`src/hw/rtl/jsu_pkg.sv`:
```
// types, codes and helpers shared by the json string unescape block
package jsu_pkg;

    typedef struct packed {
        logic [7:0] in_byte;
        logic       text_end;
    } t_in_word;

    typedef struct packed {
        logic       char_valid;
        logic [7:0] char_out;
        logic [1:0] outcome;
    } t_out_word;

    typedef enum logic [1:0] {
        MODE_NORMAL = 2'd0,
        MODE_ESCAPE = 2'd1,
        MODE_HEX    = 2'd2
    } t_mode;

    // scan state carried between bytes; only three hex digits are ever held
    typedef struct packed {
        t_mode       mode;
        logic [1:0]  hex_count;
        logic [11:0] hex_value;
        logic        discarding;
    } t_scan_state;

    localparam logic [1:0] OUT_CONTINUE = 2'd0;
    localparam logic [1:0] OUT_CLOSED   = 2'd1;
    localparam logic [1:0] OUT_ERROR    = 2'd2;
    localparam logic [1:0] OUT_UNCLOSED = 2'd3;

    localparam logic [7:0] CH_QUOTE = 8'h22;
    localparam logic [7:0] CH_BSL   = 8'h5c;
    localparam logic [7:0] CH_SLASH = 8'h2f;
    localparam logic [7:0] CH_B     = 8'h62;
    localparam logic [7:0] CH_F     = 8'h66;
    localparam logic [7:0] CH_N     = 8'h6e;
    localparam logic [7:0] CH_R     = 8'h72;
    localparam logic [7:0] CH_T     = 8'h74;
    localparam logic [7:0] CH_U     = 8'h75;
    localparam logic [7:0] CH_NUL   = 8'h00;

    localparam logic [7:0] CH_BS  = 8'h08;
    localparam logic [7:0] CH_FF  = 8'h0c;
    localparam logic [7:0] CH_LF  = 8'h0a;
    localparam logic [7:0] CH_CR  = 8'h0d;
    localparam logic [7:0] CH_TAB = 8'h09;

    localparam logic [1:0] HEX_LAST = 2'd3;

    // nibble value in [3:0], bit 4 set when the byte is not a hex digit
    function automatic logic [4:0] hex_digit(input logic [7:0] c);
        logic [4:0] d;
        d = 5'h10;
        if (c >= 8'h30 && c <= 8'h39) begin
            d = {1'b0, 4'(c - 8'h30)};
        end else if (c >= 8'h61 && c <= 8'h66) begin
            d = {1'b0, 4'(c - 8'h57)};
        end else if (c >= 8'h41 && c <= 8'h46) begin
            d = {1'b0, 4'(c - 8'h37)};
        end
        return d;
    endfunction

endpackage

```
`src/hw/rtl/jsu_decode.sv`:
```
// next-state and result logic for one raw string byte
module jsu_decode (
    input  jsu_pkg::t_scan_state i_state,
    input  jsu_pkg::t_in_word    i_word,
    output jsu_pkg::t_scan_state o_state,
    output jsu_pkg::t_out_word   o_result,
    output logic                 o_has_result
);

    logic [7:0]  c;
    logic        emit;
    logic [7:0]  ch;
    logic [1:0]  outcome;
    logic        normal;
    logic [4:0]  d;
    logic [15:0] full_value;
    jsu_pkg::t_scan_state st;

    always_comb begin
        c          = i_word.in_byte;
        emit       = 1'b0;
        ch         = 8'h00;
        outcome    = jsu_pkg::OUT_CONTINUE;
        normal     = 1'b0;
        st         = i_state;
        d          = jsu_pkg::hex_digit(c);
        full_value = {i_state.hex_value, d[3:0]};

        unique case (i_state.mode)
            jsu_pkg::MODE_ESCAPE: begin
                st.mode = jsu_pkg::MODE_NORMAL;
                unique case (c)
                    jsu_pkg::CH_QUOTE: begin emit = 1'b1; ch = jsu_pkg::CH_QUOTE; end
                    jsu_pkg::CH_BSL:   begin emit = 1'b1; ch = jsu_pkg::CH_BSL;   end
                    jsu_pkg::CH_SLASH: begin emit = 1'b1; ch = jsu_pkg::CH_SLASH; end
                    jsu_pkg::CH_B:     begin emit = 1'b1; ch = jsu_pkg::CH_BS;    end
                    jsu_pkg::CH_F:     begin emit = 1'b1; ch = jsu_pkg::CH_FF;    end
                    jsu_pkg::CH_N:     begin emit = 1'b1; ch = jsu_pkg::CH_LF;    end
                    jsu_pkg::CH_R:     begin emit = 1'b1; ch = jsu_pkg::CH_CR;    end
                    jsu_pkg::CH_T:     begin emit = 1'b1; ch = jsu_pkg::CH_TAB;   end
                    jsu_pkg::CH_U: begin
                        st.mode      = jsu_pkg::MODE_HEX;
                        st.hex_count = 2'd0;
                        st.hex_value = 12'h000;
                    end
                    // unknown escape: backslash dropped, byte handled as plain
                    default: normal = 1'b1;
                endcase
            end
            jsu_pkg::MODE_HEX: begin
                if (d[4]) begin
                    outcome = jsu_pkg::OUT_ERROR;
                end else if (i_state.hex_count == jsu_pkg::HEX_LAST) begin
                    st.mode      = jsu_pkg::MODE_NORMAL;
                    st.hex_count = 2'd0;
                    st.hex_value = 12'h000;
                    if (full_value[15:8] != 8'h00) begin
                        outcome = jsu_pkg::OUT_ERROR;
                    end else begin
                        emit = 1'b1;
                        ch   = full_value[7:0];
                    end
                end else begin
                    st.hex_value = full_value[11:0];
                    st.hex_count = i_state.hex_count + 2'd1;
                end
            end
            default: normal = 1'b1;
        endcase

        if (normal) begin
            st.mode = jsu_pkg::MODE_NORMAL;
            priority if (c == jsu_pkg::CH_BSL) begin
                st.mode = jsu_pkg::MODE_ESCAPE;
            end else if (c == jsu_pkg::CH_QUOTE) begin
                outcome = jsu_pkg::OUT_CLOSED;
            end else if (c == jsu_pkg::CH_NUL) begin
                st.discarding = 1'b1;
            end else begin
                emit = 1'b1;
                ch   = c;
            end
        end

        if (st.discarding) begin
            emit = 1'b0;
        end

        if (outcome == jsu_pkg::OUT_CONTINUE && i_word.text_end) begin
            if (st.mode == jsu_pkg::MODE_ESCAPE || st.mode == jsu_pkg::MODE_HEX) begin
                outcome = jsu_pkg::OUT_ERROR;
            end else begin
                outcome = jsu_pkg::OUT_UNCLOSED;
            end
        end

        // any final outcome returns to idle
        if (outcome != jsu_pkg::OUT_CONTINUE) begin
            st.mode       = jsu_pkg::MODE_NORMAL;
            st.hex_count  = 2'd0;
            st.hex_value  = 12'h000;
            st.discarding = 1'b0;
        end

        o_state             = st;
        o_result.char_valid = emit;
        o_result.char_out   = emit ? ch : 8'h00;
        o_result.outcome    = outcome;
        o_has_result        = emit || (outcome != jsu_pkg::OUT_CONTINUE);
    end

endmodule

```
`src/hw/rtl/json_string_unescape.sv`:
```
// json string body unescaper: top level with scan state, result register and skid
//
//  channel | direction | handshake               | word
//  --------+-----------+-------------------------+----------------------------
//  in      | input     | i_in_valid / o_in_stall | i_in_word  (jsu_pkg::t_in_word)
//  out     | output    | o_out_valid/ i_out_stall| o_out_word (jsu_pkg::t_out_word)
//
// one byte per cycle while o_in_stall is low; the scan state updates in the cycle the byte is taken
// and its result is registered in the output register, or in the skid register when stalled
// a skid register catches the result that arrives while the output is stalled;
// o_in_stall is high only while that skid register is full
// bytes that give no result are dropped from the output stream
// synchronous active-low reset clears the scan state and the valid flags of both result registers
module json_string_unescape (
    input  logic                i_clk,
    input  logic                i_rst_n,
    input  logic                i_in_valid,
    output logic                o_in_stall,
    input  jsu_pkg::t_in_word   i_in_word,
    output logic                o_out_valid,
    input  logic                i_out_stall,
    output jsu_pkg::t_out_word  o_out_word
);

    jsu_pkg::t_scan_state r_state;
    jsu_pkg::t_scan_state n_state;
    jsu_pkg::t_out_word   step_result;
    logic                 step_has_result;

    logic                 r_out_valid;
    jsu_pkg::t_out_word   r_out_word;
    logic                 r_skid_valid;
    jsu_pkg::t_out_word   r_skid_word;

    logic                 in_accept;
    logic                 res_valid;
    logic                 out_take;

    jsu_decode u_decode (
        .i_state      (r_state),
        .i_word       (i_in_word),
        .o_state      (n_state),
        .o_result     (step_result),
        .o_has_result (step_has_result)
    );

    assign o_in_stall = r_skid_valid;
    assign in_accept  = i_in_valid && !r_skid_valid;
    assign res_valid  = in_accept && step_has_result;
    assign out_take   = !r_out_valid || !i_out_stall;

    always_ff @(posedge i_clk) begin
        if (!i_rst_n) begin
            r_state.mode       <= jsu_pkg::MODE_NORMAL;
            r_state.hex_count  <= 2'd0;
            r_state.hex_value  <= 12'h000;
            r_state.discarding <= 1'b0;
        end else if (in_accept) begin
            r_state <= n_state;
        end
    end

    always_ff @(posedge i_clk) begin
        if (!i_rst_n) begin
            r_out_valid  <= 1'b0;
            r_skid_valid <= 1'b0;
        end else if (out_take) begin
            if (r_skid_valid) begin
                r_out_valid  <= 1'b1;
                r_skid_valid <= 1'b0;
            end else begin
                r_out_valid <= res_valid;
            end
        end else if (res_valid) begin
            r_skid_valid <= 1'b1;
        end
    end

    always_ff @(posedge i_clk) begin
        if (out_take) begin
            if (r_skid_valid) begin
                r_out_word <= r_skid_word;
            end else if (res_valid) begin
                r_out_word <= step_result;
            end
        end else if (res_valid) begin
            r_skid_word <= step_result;
        end
    end

    assign o_out_valid = r_out_valid;
    assign o_out_word  = r_out_word;

    // skid only ever holds a word behind a full output register
    a_skid_behind_out: assert property (@(posedge i_clk) disable iff (!i_rst_n)
        r_skid_valid |-> r_out_valid)
        else $error("skid register full while output register empty");

    // a result meeting a stalled, full output register fills the skid
    a_skid_fill: assert property (@(posedge i_clk) disable iff (!i_rst_n)
        (!r_skid_valid && res_valid && r_out_valid && i_out_stall) |=> r_skid_valid)
        else $error("stalled result not caught by skid register");

    // a final outcome leaves the scanner idle
    a_idle_after_outcome: assert property (@(posedge i_clk) disable iff (!i_rst_n)
        (in_accept && step_result.outcome != jsu_pkg::OUT_CONTINUE) |=>
        (r_state.mode == jsu_pkg::MODE_NORMAL && !r_state.discarding
         && r_state.hex_count == 2'd0))
        else $error("scan state not cleared after final outcome");

endmodule

```
`config.mk`:
```
export PLATFORM = sky130hd
export DESIGN_NAME = json_string_unescape
export DESIGN_NICKNAME = d
export VERILOG_FILES = /design/src/hw/rtl/jsu_pkg.sv /design/src/hw/rtl/jsu_decode.sv /design/src/hw/rtl/json_string_unescape.sv
export SDC_FILE = /design/constraint.sdc
export NUM_CORES = 1
export LEC_CHECK = 0
export BUFFER_PORTS_ARGS = -buffer_cell sky130_fd_sc_hd__buf_2
export CAP_MARGIN = 20
export CORE_AREA = 2 2 87 106
export CTS_CLUSTER_DIAMETER = 50
export DETAILED_ROUTE_END_ITERATION = 7
export DIE_AREA = 0 0 89 108
export HOLD_SLACK_MARGIN = 0.06
export PLACE_DENSITY = 0.46
export RECOVER_POWER = 25
export SYNTH_ARGS = -nofsm -noshare
export SYNTH_HDL_FRONTEND = slang
export SYNTH_SLANG_ARGS = --single-unit
```
`constraint.sdc`:
```
create_clock -name i_clk -period 3 [get_ports i_clk]
set_input_delay 0.15 -clock i_clk [delete_from_list [all_inputs] [get_ports i_clk]]
set_output_delay 0.15 -clock i_clk [all_outputs]
set_load 0.05 [all_outputs]
```
After elaboration in Yosys (flattened, before gate mapping)
Index checks and enable logic that the tools add are counted.
Widths: inputs -> output; s select.

storage, ports and cells
  register bits after elaboration = 41
  bits of input ports = 13
  output and inout port bits = 13
  logic and storage cells = 113

operators by class
  add/subtract/negate cells = 4
  magnitude comparators = 6
  equal/unequal tests = 16
  mux-type cells = 49
  bitwise gates (word level) = 2
  reductions and logical operators = 24

operators by type and width
  operator             count
  $mux 8               8
  $eq 8x7->1 const B   7
  $pmux 7 s8           1
  $mux 16              2
  $pmux 16 s2          1
  $mux 11              2
  $mux 2               10
  $mux 1               17
  $mux 17              1
  $eq 8x6->1 const B   2
  $ge 8x7->1 const B   2
  $le 8x7->1 const B   2
  $pmux 8 s2           1
  $mux 5               3
  $mux 14              1
  $reduce_or 9->1      1
  $ge 8x6->1 const B   1
  $le 8x6->1 const B   1
  $logic_not 8->1      1
  $reduce_bool 8->1    1
  $reduce_or 8->1      1
  $sub 4x3->4 const B  2
  $eq 2x2->1 const B   3
  $logic_and 1x1->1    6
  15 further kinds     24

Logic depth before layout (Yosys ltp)
  word-level depth = 18
  mapped depth = 10
  gate-level depth less buffers = 9

By module
Synthesis repeated with hierarchy kept, for this count alone.

unflattened totals
  cells, all modules = 300
  area total of the unflattened synthesis = 2753.9 sq um

by module, submodules not included
  module                instances  cells each  area an instance (sq um)
  json_string_unescape  1          118         1556.5
  jsu_decode            1          182         1197.4

Worst setup path before layout
Ideal clock, no wire load.

  path kind = in2reg
  start = in i_in_word[5] (netlist name)
  end = reg r_out_word (netlist bit o_out_word[0]), enable pin
  library setup time = 0.384 ns
  arrival = 2.689 ns
  required time = 2.616 ns
  slack = -0.074 ns
  cell stages on the path = 8
  cells stage by stage = buf_6 or4b_4 a211o_4 a2111oi_4 a2111o_2 o221ai_4 a21boi_2 a2bb2oi_1

on the way
  longest elaborated chain between the ends = 18

ends and longest elaborated chain
  item                                      RTL line                    source
  start: declaration                        json_string_unescape.sv:19  input jsu_pkg::t_in_word i_in_word,
  $ge 8x7->1 or $le 8x7->1 (tied branches)  jsu_pkg.sv:61               end else if (c >= 8'h41 && c <= 8'h46) begin
  $logic_and 1x1->1                         jsu_pkg.sv:61
  $mux 5                                    jsu_pkg.sv:61
  $mux 5                                    jsu_pkg.sv:59               end else if (c >= 8'h61 && c <= 8'h66) begin
  $mux 5                                    jsu_pkg.sv:57               if (c >= 8'h30 && c <= 8'h39) begin
  $mux 2                                    jsu_decode.sv:51            if (d[4]) begin
  $mux 2                                    jsu_decode.sv:29            unique case (i_state.mode)
  $mux 2                                    jsu_decode.sv:75            end else if (c == jsu_pkg::CH_QUOTE) begin
  [... 2 more ...]                          --
  $logic_not 2->1                           jsu_decode.sv:89            if (outcome == jsu_pkg::OUT_CONTINUE && i_word.text_end) begin
  $logic_and 1x1->1                         jsu_decode.sv:89
  $mux 2                                    jsu_decode.sv:89
  $reduce_bool 2->1                         jsu_decode.sv:109           o_has_result = emit || (outcome != jsu_pkg::OUT_CONTINUE);
  $logic_or 1x1->1 (*)                      jsu_decode.sv:109
  $logic_and 1x1->1 (*)                     json_string_unescape.sv:49  assign res_valid = in_accept && step_has_result;
  $reduce_bool 2->1 (no line) (*)           --
  $reduce_and 2->1 (no line) (*)            --
  end signal: assignment                    json_string_unescape.sv:82  r_out_word <= r_skid_word;
  end signal: assignment                    json_string_unescape.sv:84  r_out_word <= step_result;
  end: declaration                          json_string_unescape.sv:31  jsu_pkg::t_out_word r_out_word;

Every way passes the cells marked *; elsewhere a longest branch is shown, timed or not. The select of a mux whose other input is x is not followed.
A chain may end at the register's enable or synchronous reset.

Final worst setup path
  start = in i_in_word[1] (netlist name)
  end = reg r_state[13] (netlist name)

on the way
  longest elaborated chain between the ends = 16

ends and longest elaborated chain
  item                                                RTL line                    source
  $ge 8x7->1 or $le 8x7->1 (tied branches)            jsu_pkg.sv:61
  $logic_and 1x1->1                                   jsu_pkg.sv:61
  $mux 5                                              jsu_pkg.sv:61
  $mux 5                                              jsu_pkg.sv:59
  $mux 5                                              jsu_pkg.sv:57
  $mux 2                                              jsu_decode.sv:51
  $mux 2                                              jsu_decode.sv:29
  $mux 2                                              jsu_decode.sv:75
  $mux 2                                              jsu_decode.sv:73            priority if (c == jsu_pkg::CH_BSL) begin
  $mux 2                                              jsu_decode.sv:71            if (normal) begin
  $logic_not 2->1                                     jsu_decode.sv:89
  $logic_and 1x1->1                                   jsu_decode.sv:89
  $mux 2                                              jsu_decode.sv:89
  $reduce_bool 2->1                                   jsu_decode.sv:98            if (outcome != jsu_pkg::OUT_CONTINUE) begin
  $ne 3x3->1 (no line), or another cell as far along  --
  $reduce_and 4->1 (no line)                          --
  end signal: assignment                              json_string_unescape.sv:59  r_state <= n_state;
  end: declaration                                    json_string_unescape.sv:25  jsu_pkg::t_scan_state r_state;

Parallel ways exist; a longest one is shown, timed or not. The select of a mux whose other input is x is not followed.

==> flow_metrics.py <==
metrics = {
    "hold_path": {
        "hold-path-cell-count": 2,
        "hp-class": "in2reg",
    },
    "synthesis": {
        "yosys_register_bits": 41,
        "syn_area_per_cell_um2": 10.2,
        "syn_area_um2": 2510,
        "synth-edff-count": 22,
        "yosysWarnings": 0,
        "syn-num-nets": 267,
        "synth.most_common_cell": "nand2_1",
        "synth_ff_type": "edfxtp_1",
        "synth.area.top_cells": "edfxtp_1 26%, dfxtp_1 15%, a22o_1 5.2%",
        "syn_inst": 246,
        "synth_top_area_frac": 0.263,
        "synth_cell_type_count": 64,
        "synthTopCellsByCount": "25 x nand2_1, 22 x edfxtp_1, 19 x dfxtp_1, 15 x a22o_1, 14 x inv_1",
        "yosysTopAreaCell": "edfxtp_1",
        "seq_area_frac_synth": 0.415,
        "async_reset_ff_frac": 0,
    },
    "clock_tree": {
        "cts_setup_buffers": 0,
        "post_cts_resized": 0,
        "cts_buffers": 5,
        "holdBufCountCts": 0,
        "root_buffer": "clkbuf_8",
        "cts_tree": "yes",
        "cts_buffer_depth": 2,
        "clkTransAtPathRegs_ns": 0.08,
        "clock-sinks": 41,
        "clk-insertion-delay-late_ns": 0.30,
        "htreeDepth": 2,
    },
    "pwr": {
        "internal_power_mw": 0.831,
        "leakage_nw": 1.11,
        "pwr-share-clk": 0.323,
        "p_per_area_nw_per_um2": 391,
        "max-vdd-ir-drop_uv": 180,
        "p_sw_mw": 0.333,
        "switching_share": 0.286,
        "power_frac_comb": 0.150,
        "power_frac_seq": 0.527,
    },
    "floorplan": {
        "coreArea_um2": 8520,
        "die_h_um": 108,
        "rows": 37,
        "dieArea_um2": 9610,
        "io_pins": 26,
        "start_util": 0.294,
        "die_width_um": 89,
    },
    "cells_and_area": {
        "syn2layout_area_growth_pct": 18.8,
        "nNetsFinal": 312,
        "utilization": 0.350,
        "drive_gt1_frac": 0.219,
        "nFillCells": 930,
        "diodes": 0,
    },
    "global_route": {
        "grt_pass1_vias": 2106,
        "grt_antenna_before_repair": 0,
        "grt_usage": 0.148,
        "grt_overflow_total": 0,
        "grt_max_degree": 20,
        "grt_pass1_wl_um": 10800,
    },
    "sta": {
        "setup_tns_ns": 0,
        "max_freq_ghz": 0.363,
        "finalMaxSlewViolations": 0,
        "finalCritPeriodShare": 0.919,
        "finalHoldViolations": 0,
        "rsz0062_at_grt": "no",
        "worst_slew_pin_slew_ns": 0.729,
        "final-setup-viol-count": 0,
        "fin_skew_ns": 0.0147,
        "period_needed_ns": 2.76,
        "max_slew_margin": 0.509,
    },
    "run_status": {
        "status": "finished clean",
    },
    "critical_path": {
        "crit_path_start_kind": "input pin",
        "worstPathArrival_ns": 3.01,
        "endpoint_kind": "register",
        "path_class": "in2reg",
        "path_max_fanout": 14,
        "path_buf_inv": 4,
        "crit_family": "compound AO/OA/AOI/OAI gates",
        "r2r_cells": 10,
        "critPathRequiredTime_ns": 3.25,
        "crit_chain": "clkbuf_1, inv_1, ha_1, o21bai_1, a211o_2, clkbuf_1, a22o_1, a21boi_0, a21oi_1, nor2b_2, buf_4, mux2_2",
        "cpPeakStageDelay_ns": 0.61,
        "cp.depth": 12,
        "crit_slowest_cell": "a21boi_0",
        "path_common_cell": "clkbuf_1",
    },
    "route": {
        "drt_iter0_drc": 145,
        "routed_wl_um": 6680,
        "post_drt_wl_per_cell_um": 16.3,
        "vias": 2127,
        "viasPerCell": 5.20,
        "ant_nets": 0,
        "drc": 0,
        "dr.pass1.iters": 4,
    },
    "place": {
        "io_buffers": 25,
        "dp_hpwl_um": 5210,
        "finalWeightedCongestion": 0.894,
    },
    "flow_run": {
        "max_cap_viol_count": 0,
    },
}
-- through the flow --
stage	cells	cell area (um^2)	power [mW]	hold WS (ns)	worst slack, ns
finish	409	2980	1.16	0.148	0.244
global route	409	2980	1.22	0.163	0.0515
CTS	409	3000	1.18	0.142	0.293
detailed placement	401	2910	0.806	0.465	0.111
global placement	401	2910	0.806	0.453	0.131
floorplan	246	2510	0.745	0.268	0.154
-- registers in the layout, indices dropped and copies added (netlist names) --
| register | flops |
|---|---|
| o_out_word | 11 |
| r_skid_word | 11 |
| o_out_valid | 1 |
| o_in_stall | 1 |
| r_state | 17 |
-- layout make-up --
cell class | count | area, um^2 | share of cell area
inverter | 14 | 52.6 | 0.0176
tap | 117 | 146 | 0.0492
multi-input combinational | 181 | 1360 | 0.455
clock buffer | 5 | 68.8 | 0.0231
clock inverter | 3 | 25.0 | 0.00840
timing repair buffer | 48 | 289 | 0.0971
sequential | 41 | 1040 | 0.350
-- power by group through the flow --
| stage | Sequential [mW] | Combinational (mW) | Clock (mW) |
|---|---|---|---|
| global route | 0.617 | 0.188 | 0.413 |
| global placement | 0.627 | 0.179 | 0 |
| detailed placement | 0.627 | 0.179 | 0 |
| floorplan | 0.667 | 0.0785 | 0 |
| finish | 0.614 | 0.175 | 0.376 |
| CTS | 0.614 | 0.179 | 0.389 |
-- final timing paths --
path | from | end | slack (ns)
setup / recovery | i_in_word[1] | r_state[13] | 0.24
hold / removal | i_rst_n | r_state[16] | 0.15
setup reg to reg | r_state[15] | r_skid_word[1] | 0.29
hold reg to reg | r_state[14] | r_state[14] | 0.48
-- cells in the final DEF, fill, tap and decap left out, drive strengths merged, types with 3 or more instances in the layout --
master,count
nor2,10
nor3,7
o22ai,6
nand2,25
and2,3
a22o,15
dfxtp,19
a2bb2oi,3
clkbuf,20
nor2b,6
ha,8
o21ai,9
inv,15
mux2,8
buf,33
and4b,3
a21oi,11
edfxtp,22
nor4,5
nand3,9
nand4,4
o31a,3
-- kinds of logic (layout without fill, tap and decap cells) --
logic type,count (synthesis),after routing,share of synthesized area
flops,41,41,0.415
simple gates,86,86,0.193
xor+xnor,3,3,0.0105
compound gates,75,75,0.256
buf+inv,24,70,0.0454
fa+ha+maj,8,8,0.0399
mux,9,9,0.0399
-- routing by layer --
layer | wire (um) | vias up | GRT usage
met5 | 0 | - | 0
met3 | 200 | 12 | 0.0206
met2 | 3240 | 47 | 0.241
met4 | 174 | 0 | 0.0661
li1 | - | 1040 | -
met1 | 3070 | 1028 | 0.192
(Power assumes the default switching activity.)
